### config.mk
export PLATFORM = sky130hd
export DESIGN_NAME = rain_trend_slope_classifier_unit_flat
export DESIGN_NICKNAME = d
export VERILOG_FILES = /design/src/hw/rtl/rtsc_pkg.sv /design/src/hw/rtl/rtsc_in_if.sv /design/src/hw/rtl/rtsc_out_if.sv /design/src/hw/rtl/rain_trend_slope_classifier_unit.sv /design/src/flat_wrapper.sv
export VERILOG_INCLUDE_DIRS = /design/src /design/src/hw/rtl
export SDC_FILE = /design/constraint.sdc
export NUM_CORES = 2
export LEC_CHECK = 0
export BUFFER_PORTS_ARGS = -buffer_cell sky130_fd_sc_hd__buf_2
export CAP_MARGIN = 20
export CELL_PAD_IN_SITES_DETAIL_PLACEMENT = 1
export CELL_PAD_IN_SITES_GLOBAL_PLACEMENT = 1
export CORE_AREA = 2 2 266 294
export CTS_CLUSTER_DIAMETER = 150
export DETAILED_ROUTE_END_ITERATION = 8
export DIE_AREA = 0 0 268 296
export PLACE_DENSITY = 0.72
export SLEW_MARGIN = 10
export SYNTH_ARGS = -nofsm -noshare
export SYNTH_HDL_FRONTEND = slang
export SYNTH_SLANG_ARGS = --single-unit
### constraint.sdc
create_clock -name clk -period 12 [get_ports clk]
set_input_delay 3 -clock clk [delete_from_list [all_inputs] [get_ports clk]]
set_output_delay 3 -clock clk [all_outputs]
set_load 0.02 [all_outputs]
### src/hw/rtl/rain_trend_slope_classifier_unit_macros.svh
`ifndef RAIN_TREND_SLOPE_CLASSIFIER_UNIT_MACROS_SVH
`define RAIN_TREND_SLOPE_CLASSIFIER_UNIT_MACROS_SVH

// Concurrent checks on clk, disabled while rst_n is low.
`define RTSC_ASSERT_IMP(label, ante, cons, msg) \
    label: assert property (@(posedge clk) disable iff (!rst_n) (ante) |-> (cons)) \
        else $error(msg);

`define RTSC_ASSERT_NEXT(label, ante, cons, msg) \
    label: assert property (@(posedge clk) disable iff (!rst_n) (ante) |=> (cons)) \
        else $error(msg);

`endif

### src/hw/rtl/rtsc_pkg.sv
`timescale 1ns / 1ps

package rtsc_pkg;

    localparam int ADC_BITS    = 10;
    localparam int LEVEL_W     = 8;
    localparam int LEVEL_CLAMP = 100;

    localparam int GSUM_W = 18;
    localparam int CNT_W  = 8;
    localparam int IDX_W  = 8;
    localparam int SY_W   = 18;
    localparam int SXY_W  = 26;
    localparam int SX_W   = 15;
    localparam int SX2_W  = 23;

    localparam int MA_W        = 26;
    localparam int MB_W        = 18;
    localparam int PROD_W      = 34;
    localparam int DEN_W       = 31;
    localparam int QW          = ADC_BITS;
    localparam int SLOPE_STEPS = 8;
    localparam int DSH_W       = DEN_W + SLOPE_STEPS - 1;
    localparam int STEP_W      = 4;

    localparam logic [ADC_BITS-1:0] ADC_MAX = '1;

    localparam logic [7:0] SPP_RESET    = 8'd4;
    localparam logic [7:0] NPTS_RESET   = 8'd10;
    localparam logic [7:0] YELLOW_RESET = 8'd25;
    localparam logic [7:0] ORANGE_RESET = 8'd50;
    localparam logic [7:0] RED_RESET    = 8'd75;

    typedef logic [9:0]         adc_reading_t;
    typedef logic [LEVEL_W-1:0] level_t;
    typedef logic [2:0]         cfg_index_t;
    typedef logic [7:0]         cfg_data_t;

    typedef enum logic [0:0] {
        OP_SAMPLE   = 1'b0,
        OP_CLASSIFY = 1'b1
    } op_t;

    typedef enum logic [1:0] {
        WARN_NONE   = 2'd0,
        WARN_YELLOW = 2'd1,
        WARN_ORANGE = 2'd2,
        WARN_RED    = 2'd3
    } warn_t;

    localparam cfg_index_t CFG_SAMPLES_PER_POINT = 3'd0;
    localparam cfg_index_t CFG_POINT_COUNT       = 3'd1;
    localparam cfg_index_t CFG_YELLOW_THRESHOLD  = 3'd2;
    localparam cfg_index_t CFG_ORANGE_THRESHOLD  = 3'd3;
    localparam cfg_index_t CFG_RED_THRESHOLD     = 3'd4;

endpackage

### src/hw/rtl/rtsc_in_if.sv
`timescale 1ns / 1ps

interface rtsc_in_if;
    import rtsc_pkg::*;

    logic         valid;
    logic         ready;
    op_t          operation;
    adc_reading_t adc_reading;
    level_t       given_level;

    modport source (output valid, output operation, output adc_reading, output given_level,
                    input ready);
    modport sink (input valid, input operation, input adc_reading, input given_level,
                  output ready);
endinterface

### src/hw/rtl/rtsc_out_if.sv
`timescale 1ns / 1ps

interface rtsc_out_if;
    import rtsc_pkg::*;

    logic   valid;
    logic   ready;
    level_t rain_level;
    warn_t  warning_level;

    modport source (output valid, output rain_level, output warning_level, input ready);
    modport sink (input valid, input rain_level, input warning_level, output ready);
endinterface

### src/hw/rtl/rain_trend_slope_classifier_unit.sv
// Channel   Direction  Payload
// sample    in         operation, adc_reading, given_level
// result    out        rain_level, warning_level
//
// A sample that completes no group only adds to the group sum; a classify request goes
// straight to S_OUT. A sample that completes a point runs 10 steps of the shared
// subtractor to divide the group sum, then updates the sums through the shared multiplier.
// A sample that completes the fit then forms the products and the denominator (S_M1 to
// S_M5), runs 8 divide steps unless the denominator is zero, and loads the result in S_OUT.
// Reset clears the control state and sums at once (no clearing pass); the datapath registers are not reset.
// A result that waits on result.ready holds the sequencer only when the next one is due.
`timescale 1ns / 1ps
`include "rain_trend_slope_classifier_unit_macros.svh"

module rain_trend_slope_classifier_unit (
    input  logic                clk,
    input  logic                rst_n,
    rtsc_in_if.sink             sample,
    rtsc_out_if.source          result,
    input  logic                cfg_we,
    input  rtsc_pkg::cfg_index_t cfg_index,
    input  rtsc_pkg::cfg_data_t  cfg_data
);
    import rtsc_pkg::*;

    typedef enum logic [11:0] {
        S_IDLE = 12'b000000000001,
        S_GDIV = 12'b000000000010,
        S_PT1  = 12'b000000000100,
        S_PT2  = 12'b000000001000,
        S_PT3  = 12'b000000010000,
        S_M1   = 12'b000000100000,
        S_M2   = 12'b000001000000,
        S_M3   = 12'b000010000000,
        S_M4   = 12'b000100000000,
        S_M5   = 12'b001000000000,
        S_SDIV = 12'b010000000000,
        S_OUT  = 12'b100000000000
    } state_t;

    state_t state_reg;

    logic [7:0] spp_reg, npts_reg, yellow_reg, orange_reg, red_reg;

    logic [GSUM_W-1:0] group_sum_reg;
    logic [CNT_W-1:0]  group_count_reg;
    logic [IDX_W-1:0]  point_index_reg;
    logic [SY_W-1:0]   sum_y_reg;
    logic [SXY_W-1:0]  sum_xy_reg;
    logic [SX_W-1:0]   sum_x_reg;
    logic [SX2_W-1:0]  sum_x2_reg;

    logic [PROD_W-1:0] rem_reg;
    logic [DSH_W-1:0]  dsh_reg;
    logic [QW-1:0]     quot_reg;
    logic [STEP_W-1:0] step_reg;
    logic [PROD_W-1:0] prod_reg;
    logic [PROD_W-1:0] acc_reg;
    level_t            level_reg;

    logic   out_valid_reg;
    level_t out_level_reg;
    warn_t  out_warn_reg;

    logic [ADC_BITS-1:0] inverted;
    logic [GSUM_W-1:0]   group_sum_acc;
    logic [CNT_W:0]      count_inc;
    logic [7:0]          spp_eff, npts_eff;
    logic                group_done;
    logic [IDX_W:0]      index_inc;

    logic [DSH_W:0]    trial;
    logic              take;
    logic [PROD_W-1:0] rem_step;
    logic [QW-1:0]     quot_step;
    level_t            slope_level;

    logic [MA_W-1:0]      mul_a;
    logic [MB_W-1:0]      mul_b;
    logic [MA_W+MB_W-1:0] mul_full;

    logic [PROD_W:0]   num_diff, num_neg;
    logic [PROD_W-1:0] num_mag;
    logic [PROD_W-1:0] den_full;
    logic [DEN_W-1:0]  den;
    logic              load_out;

    function automatic warn_t grade(level_t lvl, logic [7:0] yel, logic [7:0] ora,
                                    logic [7:0] red);
        warn_t w;
        if (lvl >= red) begin
            w = WARN_RED;
        end else if (lvl >= ora) begin
            w = WARN_ORANGE;
        end else if (lvl >= yel) begin
            w = WARN_YELLOW;
        end else begin
            w = WARN_NONE;
        end
        return w;
    endfunction

    assign inverted      = ADC_MAX - sample.adc_reading[ADC_BITS-1:0];
    assign group_sum_acc = group_sum_reg + GSUM_W'(inverted);
    assign count_inc     = {1'b0, group_count_reg} + (CNT_W+1)'(1);
    assign spp_eff       = (spp_reg == 8'd0) ? 8'd1 : spp_reg;
    assign npts_eff      = (npts_reg == 8'd0) ? 8'd1 : npts_reg;
    assign group_done    = count_inc >= {1'b0, spp_eff};
    assign index_inc     = {1'b0, point_index_reg} + (IDX_W+1)'(1);

    // One restoring divide step on the shared subtractor.
    assign trial     = {(DSH_W+1-PROD_W)'(0), rem_reg} - {1'b0, dsh_reg};
    assign take      = !trial[DSH_W];
    assign rem_step  = take ? trial[PROD_W-1:0] : rem_reg;
    assign quot_step = {quot_reg[QW-2:0], take};
    assign slope_level = (quot_step > QW'(LEVEL_CLAMP)) ? LEVEL_W'(LEVEL_CLAMP)
                                                        : quot_step[LEVEL_W-1:0];

    always_comb
    begin
        unique case (state_reg)
            S_PT1:
            begin
                mul_a = MA_W'(point_index_reg);
                mul_b = MB_W'(quot_reg);
            end
            S_PT2:
            begin
                mul_a = MA_W'(point_index_reg);
                mul_b = MB_W'(point_index_reg);
            end
            S_M1:
            begin
                mul_a = sum_xy_reg;
                mul_b = MB_W'(point_index_reg);
            end
            S_M2:
            begin
                mul_a = MA_W'(sum_x_reg);
                mul_b = sum_y_reg;
            end
            S_M3:
            begin
                mul_a = MA_W'(sum_x2_reg);
                mul_b = MB_W'(point_index_reg);
            end
            S_M4:
            begin
                mul_a = MA_W'(sum_x_reg);
                mul_b = MB_W'(sum_x_reg);
            end
            default:
            begin
                mul_a = '0;
                mul_b = '0;
            end
        endcase
    end

    assign mul_full = mul_a * mul_b;

    assign num_diff = {1'b0, acc_reg} - {1'b0, prod_reg};
    assign num_neg  = (PROD_W+1)'(0) - num_diff;
    assign num_mag  = num_diff[PROD_W] ? num_neg[PROD_W-1:0] : num_diff[PROD_W-1:0];
    assign den_full = acc_reg - prod_reg;
    assign den      = den_full[DEN_W-1:0];

    assign load_out = (state_reg == S_OUT) && (!out_valid_reg || result.ready);

    always_ff @(posedge clk or negedge rst_n)
    begin
        if (!rst_n) begin
            spp_reg    <= SPP_RESET;
            npts_reg   <= NPTS_RESET;
            yellow_reg <= YELLOW_RESET;
            orange_reg <= ORANGE_RESET;
            red_reg    <= RED_RESET;
        end else if (cfg_we) begin
            unique case (cfg_index)
                CFG_SAMPLES_PER_POINT: spp_reg    <= cfg_data;
                CFG_POINT_COUNT:       npts_reg   <= cfg_data;
                CFG_YELLOW_THRESHOLD:  yellow_reg <= cfg_data;
                CFG_ORANGE_THRESHOLD:  orange_reg <= cfg_data;
                CFG_RED_THRESHOLD:     red_reg    <= cfg_data;
                default:
                begin
                end
            endcase
        end
    end

    always_ff @(posedge clk or negedge rst_n)
    begin
        if (!rst_n) begin
            state_reg       <= S_IDLE;
            group_sum_reg   <= '0;
            group_count_reg <= '0;
            point_index_reg <= '0;
            sum_y_reg       <= '0;
            sum_xy_reg      <= '0;
            sum_x_reg       <= '0;
            sum_x2_reg      <= '0;
            out_valid_reg   <= 1'b0;
        end else begin
            if (load_out) begin
                out_valid_reg <= 1'b1;
            end else if (result.ready) begin
                out_valid_reg <= 1'b0;
            end

            unique case (state_reg)
                S_IDLE:
                begin
                    if (sample.valid) begin
                        if (sample.operation == OP_CLASSIFY) begin
                            state_reg <= S_OUT;
                        end else if (group_done) begin
                            group_sum_reg   <= '0;
                            group_count_reg <= '0;
                            state_reg       <= S_GDIV;
                        end else begin
                            group_sum_reg   <= group_sum_acc;
                            group_count_reg <= count_inc[CNT_W-1:0];
                        end
                    end
                end
                S_GDIV:
                begin
                    if (step_reg == '0) begin
                        state_reg <= S_PT1;
                    end
                end
                S_PT1:
                begin
                    state_reg <= S_PT2;
                end
                S_PT2:
                begin
                    sum_xy_reg <= sum_xy_reg + prod_reg[SXY_W-1:0];
                    sum_y_reg  <= sum_y_reg + SY_W'(quot_reg);
                    sum_x_reg  <= sum_x_reg + SX_W'(point_index_reg);
                    state_reg  <= S_PT3;
                end
                S_PT3:
                begin
                    sum_x2_reg      <= sum_x2_reg + prod_reg[SX2_W-1:0];
                    point_index_reg <= index_inc[IDX_W-1:0];
                    if (index_inc >= {1'b0, npts_eff}) begin
                        state_reg <= S_M1;
                    end else begin
                        state_reg <= S_IDLE;
                    end
                end
                S_M1:
                begin
                    state_reg <= S_M2;
                end
                S_M2:
                begin
                    state_reg <= S_M3;
                end
                S_M3:
                begin
                    state_reg <= S_M4;
                end
                S_M4:
                begin
                    state_reg <= S_M5;
                end
                S_M5:
                begin
                    point_index_reg <= '0;
                    sum_y_reg       <= '0;
                    sum_xy_reg      <= '0;
                    sum_x_reg       <= '0;
                    sum_x2_reg      <= '0;
                    if (den == '0) begin
                        state_reg <= S_OUT;
                    end else begin
                        state_reg <= S_SDIV;
                    end
                end
                S_SDIV:
                begin
                    if (step_reg == '0) begin
                        state_reg <= S_OUT;
                    end
                end
                S_OUT:
                begin
                    if (load_out) begin
                        state_reg <= S_IDLE;
                    end
                end
                default:
                begin
                    state_reg <= S_IDLE;
                end
            endcase
        end
    end

    always_ff @(posedge clk)
    begin
        prod_reg <= mul_full[PROD_W-1:0];

        unique case (state_reg) inside
            S_IDLE:
            begin
                if (sample.valid) begin
                    level_reg <= sample.given_level;
                    rem_reg   <= PROD_W'(group_sum_acc);
                    dsh_reg   <= DSH_W'(count_inc[CNT_W-1:0]) << (QW - 1);
                    quot_reg  <= '0;
                    step_reg  <= STEP_W'(QW - 1);
                end
            end
            S_GDIV, S_SDIV:
            begin
                rem_reg  <= rem_step;
                dsh_reg  <= dsh_reg >> 1;
                quot_reg <= quot_step;
                step_reg <= step_reg - STEP_W'(1);
                if (state_reg == S_SDIV) begin
                    level_reg <= slope_level;
                end
            end
            S_M2, S_M4:
            begin
                acc_reg <= prod_reg;
            end
            S_M3:
            begin
                rem_reg <= num_mag;
            end
            S_M5:
            begin
                level_reg <= '0;
                dsh_reg   <= DSH_W'(den) << (SLOPE_STEPS - 1);
                quot_reg  <= '0;
                step_reg  <= STEP_W'(SLOPE_STEPS - 1);
            end
            default:
            begin
            end
        endcase

        if (load_out) begin
            out_level_reg <= level_reg;
            out_warn_reg  <= grade(level_reg, yellow_reg, orange_reg, red_reg);
        end
    end

    assign sample.ready         = (state_reg == S_IDLE);
    assign result.valid         = out_valid_reg;
    assign result.rain_level    = out_level_reg;
    assign result.warning_level = out_warn_reg;

    `RTSC_ASSERT_NEXT(a_out_wait, state_reg == S_OUT && out_valid_reg && !result.ready, state_reg == S_OUT, "result overwritten while still waiting")
    `RTSC_ASSERT_NEXT(a_fit_cleared, state_reg == S_M5, point_index_reg == '0 && sum_y_reg == '0 && sum_x_reg == '0, "fit sums not cleared after the slope")
    `RTSC_ASSERT_NEXT(a_slope_clamped, state_reg == S_SDIV && step_reg == '0, level_reg <= LEVEL_W'(LEVEL_CLAMP), "slope level above the clamp")
    `RTSC_ASSERT_IMP(a_out_source, $rose(out_valid_reg), $past(state_reg) == S_OUT, "result raised outside the output state")

endmodule
### src/flat_wrapper.sv
// flat-port wrapper written by rule: the top's interface ports become plain ports
module rain_trend_slope_classifier_unit_flat import rtsc_pkg::*;
  (clk, rst_n, cfg_we, cfg_index, cfg_data, sample_valid, sample_operation, sample_adc_reading, sample_given_level, sample_ready, result_valid, result_rain_level, result_warning_level, result_ready);
  rtsc_in_if sample_i ();
  rtsc_out_if result_i ();
  input  logic clk;
  input  logic rst_n;
  input  logic cfg_we;
  input  rtsc_pkg::cfg_index_t cfg_index;
  input  rtsc_pkg::cfg_data_t cfg_data;
  input wire logic [$bits(sample_i.valid)-1:0] sample_valid;
  input wire logic [$bits(sample_i.operation)-1:0] sample_operation;
  input wire logic [$bits(sample_i.adc_reading)-1:0] sample_adc_reading;
  input wire logic [$bits(sample_i.given_level)-1:0] sample_given_level;
  output wire logic [$bits(sample_i.ready)-1:0] sample_ready;
  output wire logic [$bits(result_i.valid)-1:0] result_valid;
  output wire logic [$bits(result_i.rain_level)-1:0] result_rain_level;
  output wire logic [$bits(result_i.warning_level)-1:0] result_warning_level;
  input wire logic [$bits(result_i.ready)-1:0] result_ready;
  assign sample_i.valid = sample_valid;
  assign sample_i.operation = sample_operation;
  assign sample_i.adc_reading = sample_adc_reading;
  assign sample_i.given_level = sample_given_level;
  assign sample_ready = sample_i.ready;
  assign result_valid = result_i.valid;
  assign result_rain_level = result_i.rain_level;
  assign result_warning_level = result_i.warning_level;
  assign result_i.ready = result_ready;
  rain_trend_slope_classifier_unit u_core (.clk(clk), .rst_n(rst_n), .sample(sample_i), .result(result_i), .cfg_we(cfg_we), .cfg_index(cfg_index), .cfg_data(cfg_data));
endmodule
---- Word level (Yosys, flattened, before mapping) ----
Cells that the tools add are included.
storage, ports and cells
  bits in registers ....................... 341
  input bits .............................. 35
  output and inout bits ................... 12
  logic and storage cells ................. 135
cells by class
  add/subtract/negate cells ............... 13
  $mul .................................... 1
  order comparisons ....................... 6
  eq/ne operators ......................... 23
  multiplexer cells ....................... 38
  bitwise operators ....................... 1
  reductions and logical operators ........ 29
operator list
  kind                                                number
  one-hot mux 12 bit (12 select lines)                1
  one-hot mux 38 bit (3 select lines)                 1
  one-hot mux 26 bit (4 select lines)                 1
  two-way mux 34 bit                                  3
  one-hot mux 34 bit (3 select lines)                 1
  two-way mux 12 bit                                  7
  one-hot mux 18 bit (4 select lines)                 1
  one-hot mux 26 bit (2 select lines)                 1
  two-way mux 8 bit                                   6
  one-hot mux 23 bit (2 select lines)                 1
  subtractor 34 x 38 -> 39 bit                        1
  two-way mux 38 bit                                  1
  adder 18 x 10 -> 18 bit                             2
  one-hot mux 18 bit (2 select lines)                 1
  subtractor 34 x 34 -> 35 bit                        1
  multiplier 26 x 18 -> 34 bit                        1
  subtractor 1 x 34 -> 34 bit (first input constant)  1
  logical NOT 31 bit                                  1
  subtractor 31 bit                                   1
  one-hot mux 10 bit (3 select lines)                 1
  one-hot mux 15 bit (2 select lines)                 1
  adder 26 bit                                        1
  >= comparator 8 bit                                 3
  one-hot mux 8 bit (3 select lines)                  1
  other kinds (46)                                    71

---- Longest topological paths before layout ----
  depth after elaboration ................. 7
  mapped depth ............................ 37

---- Least setup slack after synthesis ----
No wires, ideal clock.
  path kind ............................... flip-flop to flip-flop
  start ................................... register u_core.state_reg[10]
  end ..................................... register u_core.prod_reg[33]
  setup time .............................. 0.133 ns
  data arrival time ....................... 9.232 ns
  slack ................................... 2.635 ns
  cell stages (with the launch flop) ...... 34
  buffers on the path ..................... 4
  cells stage by stage .................... dfrtp_1 clkbuf_1 nor3_1 nor4b_1 nand3_1 nor3b_2 or2_2 buf_2 buf_1 a221o_1 clkbuf_1 nand2_1 fa_1 inv_1 fa_1 fa_1 fa_1 fa_1 inv_1 fa_1 inv_1 ha_1 a21o_1 a21o_1 a21o_1 a21o_1 a21o_1 nor3_1 o21ai_0 a31oi_1 nor2b_1 o21a_1 nor4_1 a311oi_1
on the way
  cells in the longest elaborated chain, start to end .. 4
  elaborated cells between the ends (all ways) .. 12
  those cells by class .................... mul: 1; eq/ne: 6; mux: 2; reduce/logical: 3
ends and longest elaborated chain
  item                                                                                        RTL line                                 source
  start, declared                                                                             rain_trend_slope_classifier_unit.sv:41   state_t state_reg;
  start signal, assigned                                                                      rain_trend_slope_classifier_unit.sv:195  state_reg <= S_IDLE;
  start signal, assigned                                                                      rain_trend_slope_classifier_unit.sv:216  state_reg <= S_OUT;
  start signal, assigned                                                                      rain_trend_slope_classifier_unit.sv:220  state_reg <= S_GDIV;
  equality test 12 x 4 -> 1 bit (tied with other cells)                                       rain_trend_slope_classifier_unit.sv:121  unique case (state_reg)
  OR reduction 3 bit (no source line) or OR reduction 2 bit (tied branches)                   n/a
  one-hot mux 18 bit (4 select lines) or one-hot mux 26 bit (4 select lines) (tied branches)  rain_trend_slope_classifier_unit.sv:121
  multiplier 26 x 18 -> 34 bit *                                                              rain_trend_slope_classifier_unit.sv:160  assign mul_full = mul_a * mul_b;
  net u_core.mul_full[33]                                                                     rain_trend_slope_classifier_unit.sv:80   logic [MA_W+MB_W-1:0] mul_full;
  end signal, assigned                                                                        rain_trend_slope_classifier_unit.sv:305  prod_reg <= mul_full[PROD_W-1:0];
  end, declared                                                                               rain_trend_slope_classifier_unit.sv:57   logic [PROD_W-1:0] prod_reg;
Mark *: on every way through the listed nets, which the timed path passes. The rest lies on a longest branch.
A chain may end at the register's enable or synchronous reset.

---- Worst setup path in the final report ----
Same ends and word-level chain as after synthesis.

==> flow_summary.toml <==
[detailed_routing]
vias = 26991
routed_wl_um = 101300
ant_nets = 0
wl_per_cell_um = 20.57
firstDrtPassIters = 7
drcViolationCount = 0
dr.first_iter.drc_count = 1481
viasPerCell = 5.480

[final_layout]
utilization_pct = 48.48
final_common_cell = "inv_1"
diodes = 0
layout-drive-gt1-share_pct = 6.015
largest_reg_flops = 38
layout_common_cells = "inv_1 (613), nand2_1 (448), fa_1 (348)"
nets = 4503
synthToLayoutAreaGrowth_pct = 8.948

[setup_path]
cp.arrival_ps = 10360
slowest_delay_ps = 780
cp_max_fo = 24
reg2regPathDepth = 30
end_kind = "register"
rrSetupSlack_ps = 2060
r2r-end = "u_core.prod_reg[33]"
worstSetupPathType = "register to register"
start_kind = "register"
cp-startpoint = "u_core.state_reg[10]"
endpoint = "u_core.prod_reg[33]"
cp.required_ps = 12420
slowest_stage = "or3b_2"
rr_startpoint = "u_core.state_reg[10]"
cp_common_cell = "fa_1"

[cts]
cts-root-buf = "clkbuf_16"
clock_latency_ps = 610
numCtsBuffers = 42
cts_tree = "yes"
clk_pin_slew_ps = 70
htreeDepth = 2
post_cts_buffers = 0
cts_max_path_buffers = 3
cts.sinks = 341
hold_buffers = 0
cts_resized = 0

[synth]
syn_inst = 3796
synthTopCellsByArea = "fa_1 (20%), edfxtp_1 (12%), dfrtp_1 (11%)"
synth_warnings = 0
synth_seq_cells = 341
yosysUniqueCellTypes = 92
syn-cell-area_sq_um = 34130
async_flop_share_pct = 49.56
synth_edf_count = 138
synth_ff_type = "dfrtp_1"
syn_area_per_cell_sq_um = 8.992
yosys.area.top_type = "fa_1"
seq_area_frac_synth_pct = 26.58
synth_top_area_share_pct = 20.41

[place]
gp_congestion = 0.9129
post-dp-hpwl_um = 80920
portBuffers = 46
place_ws_ps = 2105

[pwr]
power_leakage_nw = 17.20
power_density_nw_per_um2 = 155.7
irDropWorstVdd_mv = 0.1658

[die]
chipWidth_um = 268
io_pins = 47
coreArea_sq_um = 76710
die_height_um = 296
fp-row-count = 107
initial_utilization_pct = 44.50
die_area_sq_um = 79330

[timing]
clock_skew_ps = 61.76
drv_slew = 0
fin_ws_ps = 2065
tightestPinTransition_ps = 1047
fin_setup_tns_ps = 0
final-setup-viol-count = 0
min_period_over_period_pct = 82.79
clock.fmax_ghz = 0.1007
post-route-min-period_ps = 9935
hold_viol_final = 0
rsz0062_at_grt = "false"
slew_headroom_pct = 30.22
hold_ws_ps = 433.4

[run]
drv_cap = 0

[worst_hold_path]
worstHoldStart = "u_core.prod_reg[27]"
min_path_type = "register to register"

[global_route]
track_usage_pct = 25.92
grt_max_degree = 67
antenna_found_initial = 1
overflow = 0
grt_pass1_wl_um = 160600
grt_pass1_vias = 29207

[run_status]
status = "finished clean"
## cell usage after synthesis, drive strengths merged (28+ instances only)
master	count
a21o	70
a21oi	160
a22o	30
and2	43
and3	28
clkbuf	109
dfrtp	155
dfxtp	34
edfxtp	138
fa	348
ha	264
inv	613
nand2	448
nand2b	41
nand3	79
nor2	303
nor2b	36
nor3	48
o21ai	253
xnor2	123
xor2	88
## layer usage
| layer | part of all wire (%) | up-vias | track usage (%) |
|---|---|---|---|
| met5 | 0 | - | 0 |
| met4 | 3.2 | 0 | 7.835 |
| met3 | 3.7 | 150 | 2.591 |
| met2 | 51 | 492 | 47.28 |
| met1 | 42 | 13746 | 32.24 |
| li1 | - | 12603 | - |
## kinds of logic (layout without fill, tap and decap cells)
group	Yosys count	after routing	share of synthesized area (%)
buf+inv	739	780	8.141
simple gates	1110	1110	14.74
fa+ha+maj	612	612	30.09
other cells	2	55	0.02200
flops	341	341	26.58
compound gates	764	764	14.47
mux	17	17	0.5535
xor+xnor	211	211	5.414
## per-stage QoR
step | cell area (sq um) | total power [mW] | std cells
floorplan | 34330 | 3.714 | 3849
global placement | 35790 | 4.429 | 4846
detailed placement | 35800 | 4.501 | 4847
CTS | 37190 | 5.842 | 4925
global route | 37190 | 6.241 | 4925
finish | 37190 | 5.789 | 4925
## worst min-delay path by stage
stage	to	cells past startpoint	slack [ps]
2_1_floorplan	u_core.acc_reg[26]	0	410
3_3_place_gp	u_core.acc_reg[27]	0	420
3_5_place_dp	u_core.acc_reg[27]	0	420
4_1_cts	u_core.acc_reg[27]	0	430
5_1_grt	u_core.acc_reg[27]	0	450
6_report	u_core.acc_reg[27]	0	430
## final cells by class
class                      instances  area (sq um)
tap                             1035          1295
sequential                       341          9071
multi-input combinational       2769         22580
inverter                         614          2305
clock inverter                    21         240.2
timing repair buffer              88         549.3
clock buffer                      57          1149
fill                            8985         39520
## power by group
part | switching, mW | internal [mW]
Combinational | 1.65 | 1.07
Clock | 0.553 | 0.748
Sequential | 0.178 | 1.60
## critical path, delay by kind of cell, from the launching register on
| kind | cells | cell delay (ps) |
|---|---|---|
| flops | 1 | 490 |
| compound gates | 8 | 1960 |
| fa+ha+maj | 7 | 3310 |
| simple gates | 10 | 3410 |
| buf+inv | 5 | 570 |
(Power assumes the default switching activity.)
